**src/hdl/pts_pkg.sv**
```systemverilog
// Types, codes and default sizes of the task scheduler.
// No dependencies; used by the top level and by its checker.
package pts_pkg;

	localparam int PTS_NUM_PRIORITIES = 8;
	localparam int PTS_NUM_TASKS      = 16;
	localparam int PTS_TICK_BITS      = 32;

	typedef enum logic [1:0] {
		REQ_CREATE = 2'd0,
		REQ_DELAY  = 2'd1,
		REQ_TICK   = 2'd2,
		REQ_SWITCH = 2'd3
	} req_code_t;

	// Where a task is filed; the two delay codes carry the list number in bit 0.
	localparam logic [1:0] PLACE_NONE   = 2'd0;
	localparam logic [1:0] PLACE_READY  = 2'd1;
	localparam logic [1:0] PLACE_DELAY0 = 2'd2;

	typedef enum logic [4:0] {
		ST_IDLE,
		ST_DET,
		ST_RM_RD,
		ST_RM_CMP,
		ST_RM_SH_RD,
		ST_RM_SH_WR,
		ST_DR_WALK,
		ST_AFTER_DET,
		ST_DI_WALK,
		ST_DI_LINK,
		ST_RI,
		ST_RI_SH_RD,
		ST_RI_SH_WR,
		ST_RI_PUT,
		ST_TK_HEAD,
		ST_TK_END,
		ST_SEL_INIT,
		ST_SEL_SCAN,
		ST_SEL_RD,
		ST_DONE
	} state_t;

	typedef struct packed {
		logic [1:0]  req_type;
		logic [3:0]  task_id;
		logic [7:0]  priority_req;
		logic [31:0] delay_ticks;
	} pts_req_t;

	typedef struct packed {
		logic [3:0]  current_task;
		logic        no_ready_task;
		logic        switch_request;
		logic [31:0] next_unblock_time;
		logic [31:0] tick_now;
	} pts_rsp_t;

endpackage

```
**src/hdl/priority_task_scheduler_with_delays.sv**
```systemverilog
// Fixed-priority round-robin task scheduler with two wake-time ordered delay lists.
// A new beat is taken only in idle, once the previous result strobe is over; the pace is
// set by the single-port ready-list memory and the one-node-per-cycle list walk.
// Reset (arst_n low, asynchronous) empties all lists; the result strobe cannot be stalled.
module priority_task_scheduler_with_delays
	import pts_pkg::*;
#(
	parameter int NUM_PRIORITIES = PTS_NUM_PRIORITIES,
	parameter int NUM_TASKS      = PTS_NUM_TASKS,
	parameter int TICK_BITS      = PTS_TICK_BITS
) (
	input  logic     clk,
	input  logic     arst_n,
	input  logic     start,
	output logic     busy,
	input  pts_req_t req,
	output logic     done,
	output pts_rsp_t rsp
);

	// IW indexes a task slot, TW also holds the list end marker (NUM_TASKS).
	localparam int IW = $clog2(NUM_TASKS);
	localparam int TW = $clog2(NUM_TASKS + 1);
	localparam int PW = $clog2(NUM_PRIORITIES);
	localparam logic [TW-1:0] NIL = TW'(NUM_TASKS);

	// Control state.
	state_t          state_q, state_d;
	req_code_t       req_q;
	logic [IW-1:0]   rt_q;
	logic            rv_q;
	logic [PW-1:0]   top_q;
	logic [TICK_BITS-1:0] tick_q;
	logic [TICK_BITS-1:0] unblock_q;
	logic            act_q;
	logic            sw_q;
	logic [TW-1:0]   head_q [2];
	logic [TW-1:0]   cnt_q  [NUM_PRIORITIES];
	logic [TW-1:0]   rcur_q [NUM_PRIORITIES];
	logic [1:0]      place_q [NUM_TASKS];

	// Per-task payload tables; every entry is written before it is read.
	logic [PW-1:0]        prio_q [NUM_TASKS];
	logic [TICK_BITS-1:0] wake_q [NUM_TASKS];
	logic [TW-1:0]        link_q [NUM_TASKS];

	// The ready lists: one row per priority, entries in round-robin order.
	logic [IW-1:0] seq_mem [NUM_PRIORITIES][NUM_TASKS];
	logic [IW-1:0] seq_rd_q;

	// Working registers of the sequencer.
	logic [IW-1:0]        tgt_q;
	logic [PW-1:0]        pnew_q;
	logic [TICK_BITS-1:0] key_q;
	logic [PW-1:0]        p_q;
	logic [PW-1:0]        rp_q;
	logic [TW-1:0]        n_q, c_q, i_q, k_q;
	logic [TW-1:0]        cur_q, prev_q;
	logic                 l_q;

	// Table read ports: each table is read at one address per cycle.
	logic [IW-1:0]        prio_ra;
	logic [PW-1:0]        prio_rd;
	logic [IW-1:0]        wl_ra;
	logic [TICK_BITS-1:0] wake_rd;
	logic [TW-1:0]        link_rd;
	logic [PW-1:0]        cnt_ra;
	logic [TW-1:0]        cnt_rd, rcur_rd;

	// Ready-list memory ports.
	logic          mr_en, mw_en;
	logic [TW-1:0] mr_idx, mw_idx;
	logic [PW-1:0] mr_p, mw_p;
	logic [IW-1:0] mw_d;

	// Derived values used by both the sequencer and the datapath.
	logic                 tid_ok;
	logic [PW-1:0]        pclamp;
	logic [TICK_BITS-1:0] tick_inc;
	logic [1:0]           det_place;
	logic                 rm_hit;
	logic [TW-1:0]        rm_newc;
	logic [TW-1:0]        ri_pos;
	logic [TW-1:0]        sel_newc;
	logic                 dl_list;
	logic [TW-1:0]        hd;
	logic                 hd_ok;
	logic                 cur_ok;
	logic                 prev_nil;

	// The shared wake-time comparator: cmp_lt is cmp_a < cmp_b.
	logic [TICK_BITS-1:0] cmp_a, cmp_b;
	logic                 cmp_lt;

	always_comb begin
		case (state_q)
			ST_IDLE, ST_AFTER_DET: prio_ra = rt_q;
			ST_TK_HEAD:            prio_ra = hd[IW-1:0];
			default:               prio_ra = tgt_q;
		endcase
		case (state_q)
			ST_TK_HEAD: wl_ra = hd[IW-1:0];
			default:    wl_ra = cur_q[IW-1:0];
		endcase
		case (state_q)
			ST_DET, ST_RI: cnt_ra = prio_rd;
			ST_TK_END:     cnt_ra = rp_q;
			default:       cnt_ra = p_q;
		endcase
	end

	assign prio_rd = prio_q[prio_ra];
	assign wake_rd = wake_q[wl_ra];
	assign link_rd = link_q[wl_ra];
	assign cnt_rd  = cnt_q[cnt_ra];
	assign rcur_rd = rcur_q[cnt_ra];

	always_comb begin
		case (state_q)
			ST_DI_WALK: begin
				cmp_a = key_q;
				cmp_b = wake_rd;
			end
			ST_TK_HEAD: begin
				cmp_a = tick_q;
				cmp_b = wake_rd;
			end
			default: begin
				cmp_a = key_q;
				cmp_b = tick_q;
			end
		endcase
	end

	assign cmp_lt = cmp_a < cmp_b;

	assign tid_ok    = 32'(req.task_id) < 32'(NUM_TASKS);
	assign pclamp    = (32'(req.priority_req) >= 32'(NUM_PRIORITIES)) ?
		PW'(NUM_PRIORITIES - 1) : PW'(req.priority_req);
	assign tick_inc  = tick_q + TICK_BITS'(1);
	assign det_place = place_q[tgt_q];
	assign rm_hit    = seq_rd_q == tgt_q;
	assign dl_list   = cmp_lt ? ~act_q : act_q;
	assign hd        = head_q[act_q];
	assign hd_ok     = hd < NIL;
	assign cur_ok    = cur_q < NIL;
	assign prev_nil  = prev_q == NIL;

	// Cursor after removing the entry at i_q.
	always_comb begin
		if (c_q == i_q) begin
			rm_newc = (i_q == '0) ? NIL : i_q - TW'(1);
		end else if (c_q != NIL && c_q > i_q) begin
			rm_newc = c_q - TW'(1);
		end else begin
			rm_newc = c_q;
		end
	end

	// A new ready task goes in just ahead of the cursor entry, or at the end.
	assign ri_pos   = (rcur_rd == NIL || rcur_rd >= cnt_rd) ? cnt_rd : rcur_rd;
	assign sel_newc = (rcur_rd == NIL || (rcur_rd + TW'(1)) >= cnt_rd) ?
		'0 : rcur_rd + TW'(1);

	// Memory port control.
	always_comb begin
		mr_en  = 1'b0;
		mr_idx = i_q;
		mr_p   = p_q;
		mw_en  = 1'b0;
		mw_idx = k_q;
		mw_p   = p_q;
		mw_d   = seq_rd_q;
		case (state_q)
			ST_RM_RD: mr_en = i_q < n_q;
			ST_RM_SH_RD: begin
				mr_en  = 1'b1;
				mr_idx = k_q + TW'(1);
			end
			ST_RI_SH_RD: begin
				mr_en  = 1'b1;
				mr_idx = k_q - TW'(1);
			end
			ST_SEL_SCAN: begin
				mr_en  = cnt_rd != '0;
				mr_idx = sel_newc;
			end
			ST_RM_SH_WR, ST_RI_SH_WR: mw_en = 1'b1;
			ST_RI_PUT: begin
				mw_en  = 1'b1;
				mw_idx = i_q;
				mw_d   = tgt_q;
			end
			default: ;
		endcase
	end

	always_ff @(posedge clk) begin
		if (mw_en) begin
			seq_mem[mw_p][mw_idx[IW-1:0]] <= mw_d;
		end
		if (mr_en) begin
			seq_rd_q <= seq_mem[mr_p][mr_idx[IW-1:0]];
		end
	end

	// Next state.
	always_comb begin
		state_d = state_q;
		unique case (state_q)
			ST_IDLE: begin
				if (start) begin
					unique case (req_code_t'(req.req_type))
						REQ_CREATE: state_d = tid_ok ? ST_DET : ST_DONE;
						REQ_DELAY:  state_d = (req.delay_ticks != '0 && rv_q) ?
							ST_DET : ST_SEL_INIT;
						REQ_TICK:   state_d = ST_TK_HEAD;
						REQ_SWITCH: state_d = ST_SEL_INIT;
					endcase
				end
			end
			ST_DET: begin
				if (det_place == PLACE_READY) begin
					state_d = ST_RM_RD;
				end else if (det_place[1]) begin
					state_d = ST_DR_WALK;
				end else begin
					state_d = ST_AFTER_DET;
				end
			end
			ST_RM_RD:    state_d = (i_q >= n_q) ? ST_AFTER_DET : ST_RM_CMP;
			ST_RM_CMP: begin
				if (!rm_hit) begin
					state_d = ST_RM_RD;
				end else if ((i_q + TW'(1)) < n_q) begin
					state_d = ST_RM_SH_RD;
				end else begin
					state_d = ST_AFTER_DET;
				end
			end
			ST_RM_SH_RD: state_d = ST_RM_SH_WR;
			ST_RM_SH_WR: state_d = (({1'b0, k_q} + (TW+1)'(2)) < {1'b0, n_q}) ?
				ST_RM_SH_RD : ST_AFTER_DET;
			ST_DR_WALK: begin
				if (cur_q == TW'(tgt_q) || !cur_ok) begin
					state_d = ST_AFTER_DET;
				end
			end
			ST_AFTER_DET: state_d = (req_q == REQ_CREATE) ? ST_RI : ST_DI_WALK;
			ST_DI_WALK: begin
				if (!(cur_ok && !cmp_lt)) begin
					state_d = ST_DI_LINK;
				end
			end
			ST_DI_LINK:  state_d = ST_SEL_INIT;
			ST_RI:       state_d = (cnt_rd > ri_pos) ? ST_RI_SH_RD : ST_RI_PUT;
			ST_RI_SH_RD: state_d = ST_RI_SH_WR;
			ST_RI_SH_WR: state_d = ((k_q - TW'(1)) > i_q) ? ST_RI_SH_RD : ST_RI_PUT;
			ST_RI_PUT:   state_d = (req_q == REQ_TICK) ? ST_TK_HEAD : ST_DONE;
			ST_TK_HEAD: begin
				if (!hd_ok || cmp_lt) begin
					state_d = ST_TK_END;
				end else begin
					state_d = ST_RI;
				end
			end
			ST_TK_END:   state_d = ST_DONE;
			ST_SEL_INIT: state_d = ST_SEL_SCAN;
			ST_SEL_SCAN: begin
				if (cnt_rd != '0) begin
					state_d = ST_SEL_RD;
				end else if (p_q == '0) begin
					state_d = ST_DONE;
				end
			end
			ST_SEL_RD:   state_d = ST_DONE;
			ST_DONE:     state_d = ST_IDLE;
		endcase
	end

	// Control registers and the list bookkeeping.
	always_ff @(posedge clk or negedge arst_n) begin
		if (!arst_n) begin
			state_q   <= ST_IDLE;
			req_q     <= REQ_CREATE;
			rt_q      <= '0;
			rv_q      <= 1'b0;
			top_q     <= '0;
			tick_q    <= '0;
			unblock_q <= '1;
			act_q     <= 1'b0;
			sw_q      <= 1'b0;
			head_q[0] <= NIL;
			head_q[1] <= NIL;
			for (int p = 0; p < NUM_PRIORITIES; p++) begin
				cnt_q[p]  <= '0;
				rcur_q[p] <= NIL;
			end
			for (int t = 0; t < NUM_TASKS; t++) begin
				place_q[t] <= PLACE_NONE;
			end
		end else begin
			state_q <= state_d;
			unique case (state_q)
				ST_IDLE: begin
					if (start) begin
						req_q <= req_code_t'(req.req_type);
						sw_q  <= 1'b0;
						if (req_code_t'(req.req_type) == REQ_TICK) begin
							tick_q    <= tick_inc;
							unblock_q <= '1;
							if (tick_inc == '0) begin
								act_q <= ~act_q;
							end
						end
					end
				end
				ST_DET: place_q[tgt_q] <= PLACE_NONE;
				ST_RM_CMP: begin
					if (rm_hit) begin
						rcur_q[p_q] <= rm_newc;
						cnt_q[p_q]  <= n_q - TW'(1);
					end
				end
				ST_DR_WALK: begin
					if (cur_q == TW'(tgt_q) && prev_nil) begin
						head_q[l_q] <= link_rd;
					end
				end
				ST_AFTER_DET: begin
					if (req_q == REQ_CREATE) begin
						if (!rv_q) begin
							rt_q <= tgt_q;
							rv_q <= 1'b1;
						end else if (rt_q != tgt_q && prio_rd < pnew_q) begin
							rt_q <= tgt_q;
						end
					end else if (!cmp_lt && key_q < unblock_q) begin
						unblock_q <= key_q;
					end
				end
				ST_DI_LINK: begin
					if (prev_nil) begin
						head_q[l_q] <= TW'(tgt_q);
					end
					place_q[tgt_q] <= {1'b1, l_q};
				end
				ST_RI: begin
					if (top_q < prio_rd) begin
						top_q <= prio_rd;
					end
					if (req_q == REQ_TICK && (!rv_q || prio_rd >= rp_q)) begin
						sw_q <= 1'b1;
					end
				end
				ST_RI_PUT: begin
					cnt_q[p_q] <= n_q + TW'(1);
					if (c_q != NIL && c_q < n_q) begin
						rcur_q[p_q] <= c_q + TW'(1);
					end
					place_q[tgt_q] <= PLACE_READY;
				end
				ST_TK_HEAD: begin
					if (hd_ok) begin
						if (cmp_lt) begin
							unblock_q <= wake_rd;
						end else begin
							head_q[act_q]       <= link_rd;
							place_q[hd[IW-1:0]] <= PLACE_NONE;
						end
					end
				end
				ST_TK_END: begin
					if (rv_q && cnt_rd > TW'(1)) begin
						sw_q <= 1'b1;
					end
				end
				ST_SEL_SCAN: begin
					if (cnt_rd != '0) begin
						rcur_q[p_q] <= sel_newc;
						top_q       <= p_q;
					end else if (p_q == '0) begin
						rv_q  <= 1'b0;
						rt_q  <= '0;
						top_q <= '0;
					end
				end
				ST_SEL_RD: begin
					rt_q <= seq_rd_q;
					rv_q <= 1'b1;
				end
				default: ;
			endcase
		end
	end

	// Working registers and the per-task tables.
	always_ff @(posedge clk) begin
		unique case (state_q)
			ST_IDLE: begin
				if (start) begin
					unique case (req_code_t'(req.req_type))
						REQ_CREATE: begin
							tgt_q  <= IW'(req.task_id);
							pnew_q <= pclamp;
						end
						REQ_DELAY: begin
							tgt_q <= rt_q;
							key_q <= tick_q + TICK_BITS'(req.delay_ticks);
						end
						REQ_TICK:   rp_q <= prio_rd;
						REQ_SWITCH: ;
					endcase
				end
			end
			ST_DET: begin
				p_q    <= prio_rd;
				n_q    <= cnt_rd;
				c_q    <= rcur_rd;
				i_q    <= '0;
				l_q    <= det_place[0];
				cur_q  <= head_q[det_place[0]];
				prev_q <= NIL;
			end
			ST_RM_CMP: begin
				if (rm_hit) begin
					k_q <= i_q;
				end else begin
					i_q <= i_q + TW'(1);
				end
			end
			ST_RM_SH_WR: k_q <= k_q + TW'(1);
			ST_DR_WALK: begin
				if (cur_q == TW'(tgt_q)) begin
					if (!prev_nil) begin
						link_q[prev_q[IW-1:0]] <= link_rd;
					end
				end else if (cur_ok) begin
					prev_q <= cur_q;
					cur_q  <= link_rd;
				end
			end
			ST_AFTER_DET: begin
				if (req_q == REQ_CREATE) begin
					prio_q[tgt_q] <= pnew_q;
				end else begin
					wake_q[tgt_q] <= key_q;
					l_q           <= dl_list;
					cur_q         <= head_q[dl_list];
					prev_q        <= NIL;
				end
			end
			ST_DI_WALK: begin
				if (cur_ok && !cmp_lt) begin
					prev_q <= cur_q;
					cur_q  <= link_rd;
				end else begin
					link_q[tgt_q] <= cur_q;
				end
			end
			ST_DI_LINK: begin
				if (!prev_nil) begin
					link_q[prev_q[IW-1:0]] <= TW'(tgt_q);
				end
			end
			ST_RI: begin
				p_q <= prio_rd;
				n_q <= cnt_rd;
				c_q <= rcur_rd;
				i_q <= ri_pos;
				k_q <= cnt_rd;
			end
			ST_RI_SH_WR: k_q <= k_q - TW'(1);
			ST_TK_HEAD:  tgt_q <= hd[IW-1:0];
			ST_SEL_INIT: p_q <= top_q;
			ST_SEL_SCAN: begin
				if (cnt_rd == '0 && p_q != '0) begin
					p_q <= p_q - PW'(1);
				end
			end
			default: ;
		endcase
	end

	// Outputs: the result is shown for the single cycle spent in the done state.
	always_comb begin
		busy                   = state_q != ST_IDLE;
		done                   = state_q == ST_DONE;
		rsp.current_task       = rv_q ? 4'(rt_q) : 4'd0;
		rsp.no_ready_task      = ~rv_q;
		rsp.switch_request     = sw_q;
		rsp.next_unblock_time  = 32'(unblock_q);
		rsp.tick_now           = 32'(tick_q);
	end

endmodule

```
**config.mk**
```make
export PLATFORM = sky130hd
export DESIGN_NAME = priority_task_scheduler_with_delays
export DESIGN_NICKNAME = d
export VERILOG_FILES = /design/src/hdl/pts_pkg.sv /design/src/hdl/priority_task_scheduler_with_delays.sv
export SDC_FILE = /design/constraint.sdc
export NUM_CORES = 2
export LEC_CHECK = 0
export BUFFER_PORTS_ARGS = -buffer_cell sky130_fd_sc_hd__buf_2
export CORE_ASPECT_RATIO = 0.75
export CORE_MARGIN = 2
export CORE_UTILIZATION = 61
export CTS_CLUSTER_SIZE = 12
export DETAILED_ROUTE_END_ITERATION = 10
export HOLD_SLACK_MARGIN = 0.02
export MAX_ROUTING_LAYER = met4
export PLACE_DENSITY_LB_ADDON = 0.2
export REMOVE_ABC_BUFFERS = 1
export SLEW_MARGIN = 30
export SYNTH_ARGS = -nofsm -noshare
export SYNTH_HDL_FRONTEND = slang
export SYNTH_SLANG_ARGS = --single-unit
```
**constraint.sdc**
```tcl
create_clock -name clk -period 12.37 [get_ports clk]
set_input_delay 1.237 -clock clk [delete_from_list [all_inputs] [get_ports clk]]
set_output_delay 1.237 -clock clk [all_outputs]
set_load 0.1 [all_outputs]
```
Yosys cells after proc, flatten, opt, wreduce, memory -nomap -nowiden. Memory sizes are Yosys's and may differ from the RTL's. A register that Yosys moved wholly into a read port is not among the register bits. Cells that the tools add are included.

Register bits: 283. Memory bits (writable): 1152. Output and inout port bits: 72. Memories: 4. Input bits: 49.

Bitwise logic cells: 20. Reductions and logical operators: 78. Muxes and demuxes: 160. Add/sub/neg operators: 13. Magnitude comparators: 35. Equal/unequal tests: 59.

Memories: seq_mem (depth 8, bits a word 64, read ports 1, clocked after Yosys merged registers in 1, wr ports 1, RTL line priority_task_scheduler_with_delays.sv:48) `logic [IW-1:0] seq_mem [NUM_PRIORITIES][NUM_TASKS];`; wake_q (depth 16, bits a word 32, read ports 1, clocked after Yosys merged registers in 0, wr ports 1, RTL line priority_task_scheduler_with_delays.sv:44) `logic [TICK_BITS-1:0] wake_q [NUM_TASKS];`; link_q (depth 16, bits a word 5, read ports 1, clocked after Yosys merged registers in 0, wr ports 1, RTL line priority_task_scheduler_with_delays.sv:45) `logic [TW-1:0] link_q [NUM_TASKS];`; prio_q (depth 16, bits a word 3, read ports 1, clocked after Yosys merged registers in 0, wr ports 1, RTL line priority_task_scheduler_with_delays.sv:43) `logic [PW-1:0] prio_q [NUM_TASKS];`.

Operators with widths (number): 2-to-1 mux 32 bit (10); bitwise mux 40 bit (5); 2-to-1 mux 5 bit (40); 2-to-1 mux 40 bit (4); one-hot mux 32 bit (4 select lines) (1); one-hot mux 40 bit (3 select lines) (1); one-hot mux 32 bit (3 select lines) (1); one-hot mux 5 bit (19 select lines) (1); one-hot mux 40 bit (2 select lines) (1); one-hot mux 5 bit (4 select lines) (4); AND 32 bit (2); less-than comparator 32 bit (2); 2-to-1 mux 64 bit (1); NOT 32 bit (2); 2-to-1 mux 4 bit (14); inequality test 2 bit (second input constant) (25); equality test 5 x 4 -> 1 bit (second input constant) (8); 2-to-1 mux 10 bit (4); 2-to-1 mux 3 bit (11); adder 32 x 1 -> 32 bit (second input constant) (1); adder 32 bit (1); bitwise mux 32 bit (1); zero test 32 bit (1); nonzero test 32 bit (1); other kinds (76) (223).

Logic depth before layout (Yosys ltp). An unclocked memory read counts as a cell.

Depth after elaboration: 20. Depth in mapped cells: 35. Mapped depth without buffers: 32.

Worst setup path before layout. No wires, ideal clock.

Path kind: register to register. Start point: register state_q[1]. End point: memory seq_mem[0][0] in the netlist's numbering (data pin). Period minus slack after synthesis: 7.717 ns. Slack: 4.653 ns. Buffers on the path: 4. Library setup time: 1.198 ns. Cell stages (with the launch flop): 8. Data arrival time: 6.520 ns. Path through: dfrtp_1 > buf_2 > nor2b_1 > clkbuf_1 > nand2_1 > clkbuf_1 > clkbuf_1 > o21ai_0.

Cells in the longest elaborated chain, start to end: 2.

RTL lines: start: declaration (RTL line priority_task_scheduler_with_delays.sv:28) `state_t state_q, state_d;`; start signal: assignment (RTL line priority_task_scheduler_with_delays.sv:303) `state_q <= state_d;`; equality test 5 x 4 -> 1 bit (RTL line priority_task_scheduler_with_delays.sv:174) `case (state_q)`; 2-to-1 mux 4 bit (RTL line priority_task_scheduler_with_delays.sv:174); named net mw_d[0] (RTL line priority_task_scheduler_with_delays.sv:74) `logic [IW-1:0] mw_d;`; end: declaration (RTL line priority_task_scheduler_with_delays.sv:48).

The timed path passes the listed nets, and every way through them passes these cells.

Worst setup path in the final report.
Start point: register state_q[2]. End point: memory link_q[2][0] in the netlist's numbering (enable).

Cells in the longest elaborated chain, start to end: 12.

RTL lines: equality test 5 x 4 -> 1 bit (RTL line priority_task_scheduler_with_delays.sv:101, priority_task_scheduler_with_delays.sv:119); 2-to-1 mux 4 bit (RTL line priority_task_scheduler_with_delays.sv:101) `case (state_q)`; memory read (16 x 32 bit); 2-to-1 mux 32 bit (RTL line priority_task_scheduler_with_delays.sv:119) `case (state_q)`; less-than comparator 32 bit (RTL line priority_task_scheduler_with_delays.sv:135) `assign cmp_lt = cmp_a < cmp_b;`; zero test 1 bit (RTL line priority_task_scheduler_with_delays.sv:454) `if (cur_ok && !cmp_lt) begin`; logical AND 1 bit (RTL line priority_task_scheduler_with_delays.sv:454); 2-to-1 mux 1 bit (RTL line priority_task_scheduler_with_delays.sv:454); 2-to-1 mux 1 bit (RTL line priority_task_scheduler_with_delays.sv:399) `unique case (state_q)`; 2-to-1 mux 1 bit (not written as such) (RTL line priority_task_scheduler_with_delays.sv:458) `link_q[tgt_q] <= cur_q;`; OR reduction 5 bit (no source line); 2-to-1 mux 4 bit (no source line) / 2-to-1 mux 1 bit (equally long branches); end: declaration (RTL line priority_task_scheduler_with_delays.sv:45).

Parallel ways exist; a longest one is shown, timed or not.

==> flow_metrics.env <==
export IMPL_syn_area_um2=66500
export IMPL_period_share_pct=69.4
export IMPL_dp_cells=5893
export IMPL_hold_buffers=0
export IMPL_via_per_inst=6.72
export IMPL_clk_latency_ns=0.78
export IMPL_p_leak_nw=26.0
export IMPL_rr_startpoint="state_q[2]$_DFFE_PN0P_"
export IMPL_synthTopCellsByArea="edfxtp_1 (56%), mux4_2 (10%), dfrtp_1 (6.1%), mux2i_1 (3.1%), ha_1 (3.0%)"
export IMPL_firstDrtPassIters=8
export IMPL_drc_errors=0
export IMPL_synth_xor_area_share_pct=1.33
export IMPL_drt_iter0_drc=5351
export IMPL_grt_pass1_wl_um=251000
export IMPL_routedWlPerCell_um=27.0
export IMPL_register_area_um2=42200
export IMPL_worstSetupPathType="reg2reg"
export IMPL_yosysTopAreaCellShare_pct=55.7
export IMPL_r2r_end="link_q[2][0]$_DFFE_PP_"
export IMPL_ioPinCount=121
export IMPL_drt_wl_total_um=166000
export IMPL_setup_viol_count_final=0
export IMPL_placed_area_um2=68700
export IMPL_cts_max_level=4
export IMPL_finalClockSkew_ns=0.0330
export IMPL_irDropWorstVdd_mv=0.186
export IMPL_std_cell_rows=104
export IMPL_power_density_nw_per_um2=241
export IMPL_yosys_area_share_adder_pct=3.04
export IMPL_syn2layout_area_growth_pct=10.3
export IMPL_rsz0062_at_grt="false"
export IMPL_n_fill_cell=7265
export IMPL_synth_avg_cell_area_um2=14.7
export IMPL_die_area_um2=112000
export IMPL_yosys_area_share_simple_pct=7.36
export IMPL_ant_nets=0
export IMPL_period_needed_ns=8.59
export IMPL_grt_max_degree=147
export IMPL_pre_cts_ws_ns=3.69
export IMPL_yosysWarnings=0
export IMPL_synth_async_reset_ratio_pct=14.1
export IMPL_critPathSlowestCell="buf_4"
export IMPL_die_y_um=290
export IMPL_path_common_cell="a21oi_1"
export IMPL_final_cells=6143
export IMPL_seq_area_frac_synth_pct=63.5
export IMPL_synth_distinct_cells=103
export IMPL_grt_usage_pct=30.8
export IMPL_critPathRequiredTime_ns=12.76
export IMPL_ff2ff_setup_slack_ns=3.78
export IMPL_dieWidth_um=385
export IMPL_max_freq_ghz=0.116
export IMPL_antenna_found_initial=1
export IMPL_dr_total_vias=41262
export IMPL_gp_congestion=0.918
export IMPL_hold_viol=0
export IMPL_crit_path_max_incr_delay_ns=0.74
export IMPL_ys_top_cells_by_count="edfxtp_1 (1,232), nor2_1 (379), nand2_1 (355)"
export IMPL_clock_sinks=1438
export IMPL_ys_flop_type="edfxtp_1"
export IMPL_cts_buffers=145
export IMPL_syn_inst=4522
export IMPL_post_cts_buffers=0
export IMPL_arrival_ns=8.98
export IMPL_status="finished clean"
export IMPL_synth_compound_area_share_pct=8.12
export IMPL_cp_start_kind="flip-flop"
export IMPL_finalPower_mw=17.7
export IMPL_holdCritPathClass="reg2reg"
export IMPL_clkTransAtPathRegs_ns=0.07
export IMPL_setup_ws_ns=3.78
export IMPL_post_route_cell_area_um2=73300
export IMPL_timing_hold_ws_ns=0.483
export IMPL_worstMarginPinSlew_ns=1.06
export IMPL_synth_top_cell_by_area="edfxtp_1"
export IMPL_path_max_fanout=72
export IMPL_synth_mux_area_share_pct=14.4
export IMPL_start_util_pct=61.7
export IMPL_post_cts_resized=0
export IMPL_core_area_um2=108000
export IMPL_r2r_cells=30
export IMPL_finalSetupTns_ns=0
export IMPL_nets=4827
export IMPL_cts_tree="done"
export IMPL_hpwl_um=105000
export IMPL_clockBufferDepth=3
export IMPL_clockRootBuffer="clkbuf_16"
export IMPL_post_route_util_pct=68.0
export IMPL_overflow=0
export IMPL_grt_pass1_vias=39647
export IMPL_crit_start="state_q[2]$_DFFE_PN0P_"
export IMPL_ys_ff_latch=1438
export IMPL_drive_above_1_share_pct=18.6
export IMPL_synth_top_family_by_area="multiplexers"
export IMPL_io_buffers=120
export IMPL_endpoint="link_q[2][0]$_DFFE_PP_"
export IMPL_yosysMostFrequentCell="edfxtp_1"
export IMPL_synth_edf_count=1232
export IMPL_slew_violations=0
export IMPL_relSlewSlack_pct=29.0
export IMPL_cap_violations=0
export IMPL_crit_path_end_kind="flip-flop"
export IMPL_multi_input_area_um2=23100
[cells in the final DEF, fill, tap and decap left out, drive strengths merged, types with 82 or more instances in the layout]
cell	synthesis	final
mux2i	207	207
nand2	357	357
a21oi	218	218
edfxtp	1232	1232
buf	76	197
inv	109	114
clkbuf	174	209
o21ai	133	133
mux4	298	298
nor2b	82	82
nor2	387	387
dfrtp	161	161
ha	160	160
[cell families (layout without fill, tap and decap cells)]
family                     count (synthesis)  count (layout)
other                                      0               1
and+or+nand+nor                         1091            1091
AOI/OAI and AO/OA                        798             798
adders and majority gates                161             161
buffers and inverters                    360             549
DFF                                     1438            1438
muxes                                    573             573
xor gates and xnor gates                 101             101
[where the power goes]
group / switching (mW) / internal [mW] / leakage, nW
sequential: 0.437 / 6.02 / 13.7
combinational: 4.50 / 2.55 / 10.1
clock: 1.83 / 2.31 / 2.13
total: 6.78 / 10.9 / 26.0
[critical path, delay by kind of cell, from the launching register on]
family	cells	cell delay, ns
mux	2	0.77
flops	1	0.73
compound gates	11	2.02
simple gates	11	2.43
buf+inv	5	1.90
fa+ha+maj	1	0.26
[area by class of cell]
type	instances	share of cell area [%]
multi-input cells	2724	31.6
diodes	1	0.00341
clock inverters	33	0.527
repair buffers	198	1.84
clock buffers	208	5.48
flip-flops and latches	1438	57.6
inverters	110	0.563
well taps	1431	2.44
[state kept, by name, indices dropped and copies added (netlist names), 4 cells and up, named ones only]
signal	flops
c_q	5
cnt_q	40
cur_q	5
head_q	10
i_q	5
k_q	5
key_q	32
link_q	80
n_q	5
place_q	32
prev_q	5
prio_q	48
rcur_q	40
rt_q	4
seq_mem	512
seq_rd_q	4
state_q	5
tgt_q	4
tick_q	32
unblock_q	32
wake_q	512
[layer usage]
layer  global-route usage [%]  share of wire (%)  routed length [um]
met5                        -                  0                   0
met4                     7.68                2.2                3650
met3                     8.22                 11               18200
met2                     41.5                 43               72200
met1                     46.9                 43               71900
[how the worst min path moves through the flow]
stage / from / end / depth (start not counted)
after floorplan: cnt_q[15]$_DFFE_PN0P_ / cnt_q[15]$_DFFE_PN0P_ / 2
after global placement: cnt_q[25]$_DFFE_PN0P_ / cnt_q[25]$_DFFE_PN0P_ / 2
after detailed placement: cnt_q[25]$_DFFE_PN0P_ / cnt_q[25]$_DFFE_PN0P_ / 2
after CTS: cnt_q[25]$_DFFE_PN0P_ / cnt_q[25]$_DFFE_PN0P_ / 2
after global routing: rcur_q[14]$_DFFE_PN1P_ / rcur_q[14]$_DFFE_PN1P_ / 1
final: cnt_q[25]$_DFFE_PN0P_ / cnt_q[25]$_DFFE_PN0P_ / 2
(Power assumes the default switching activity.)
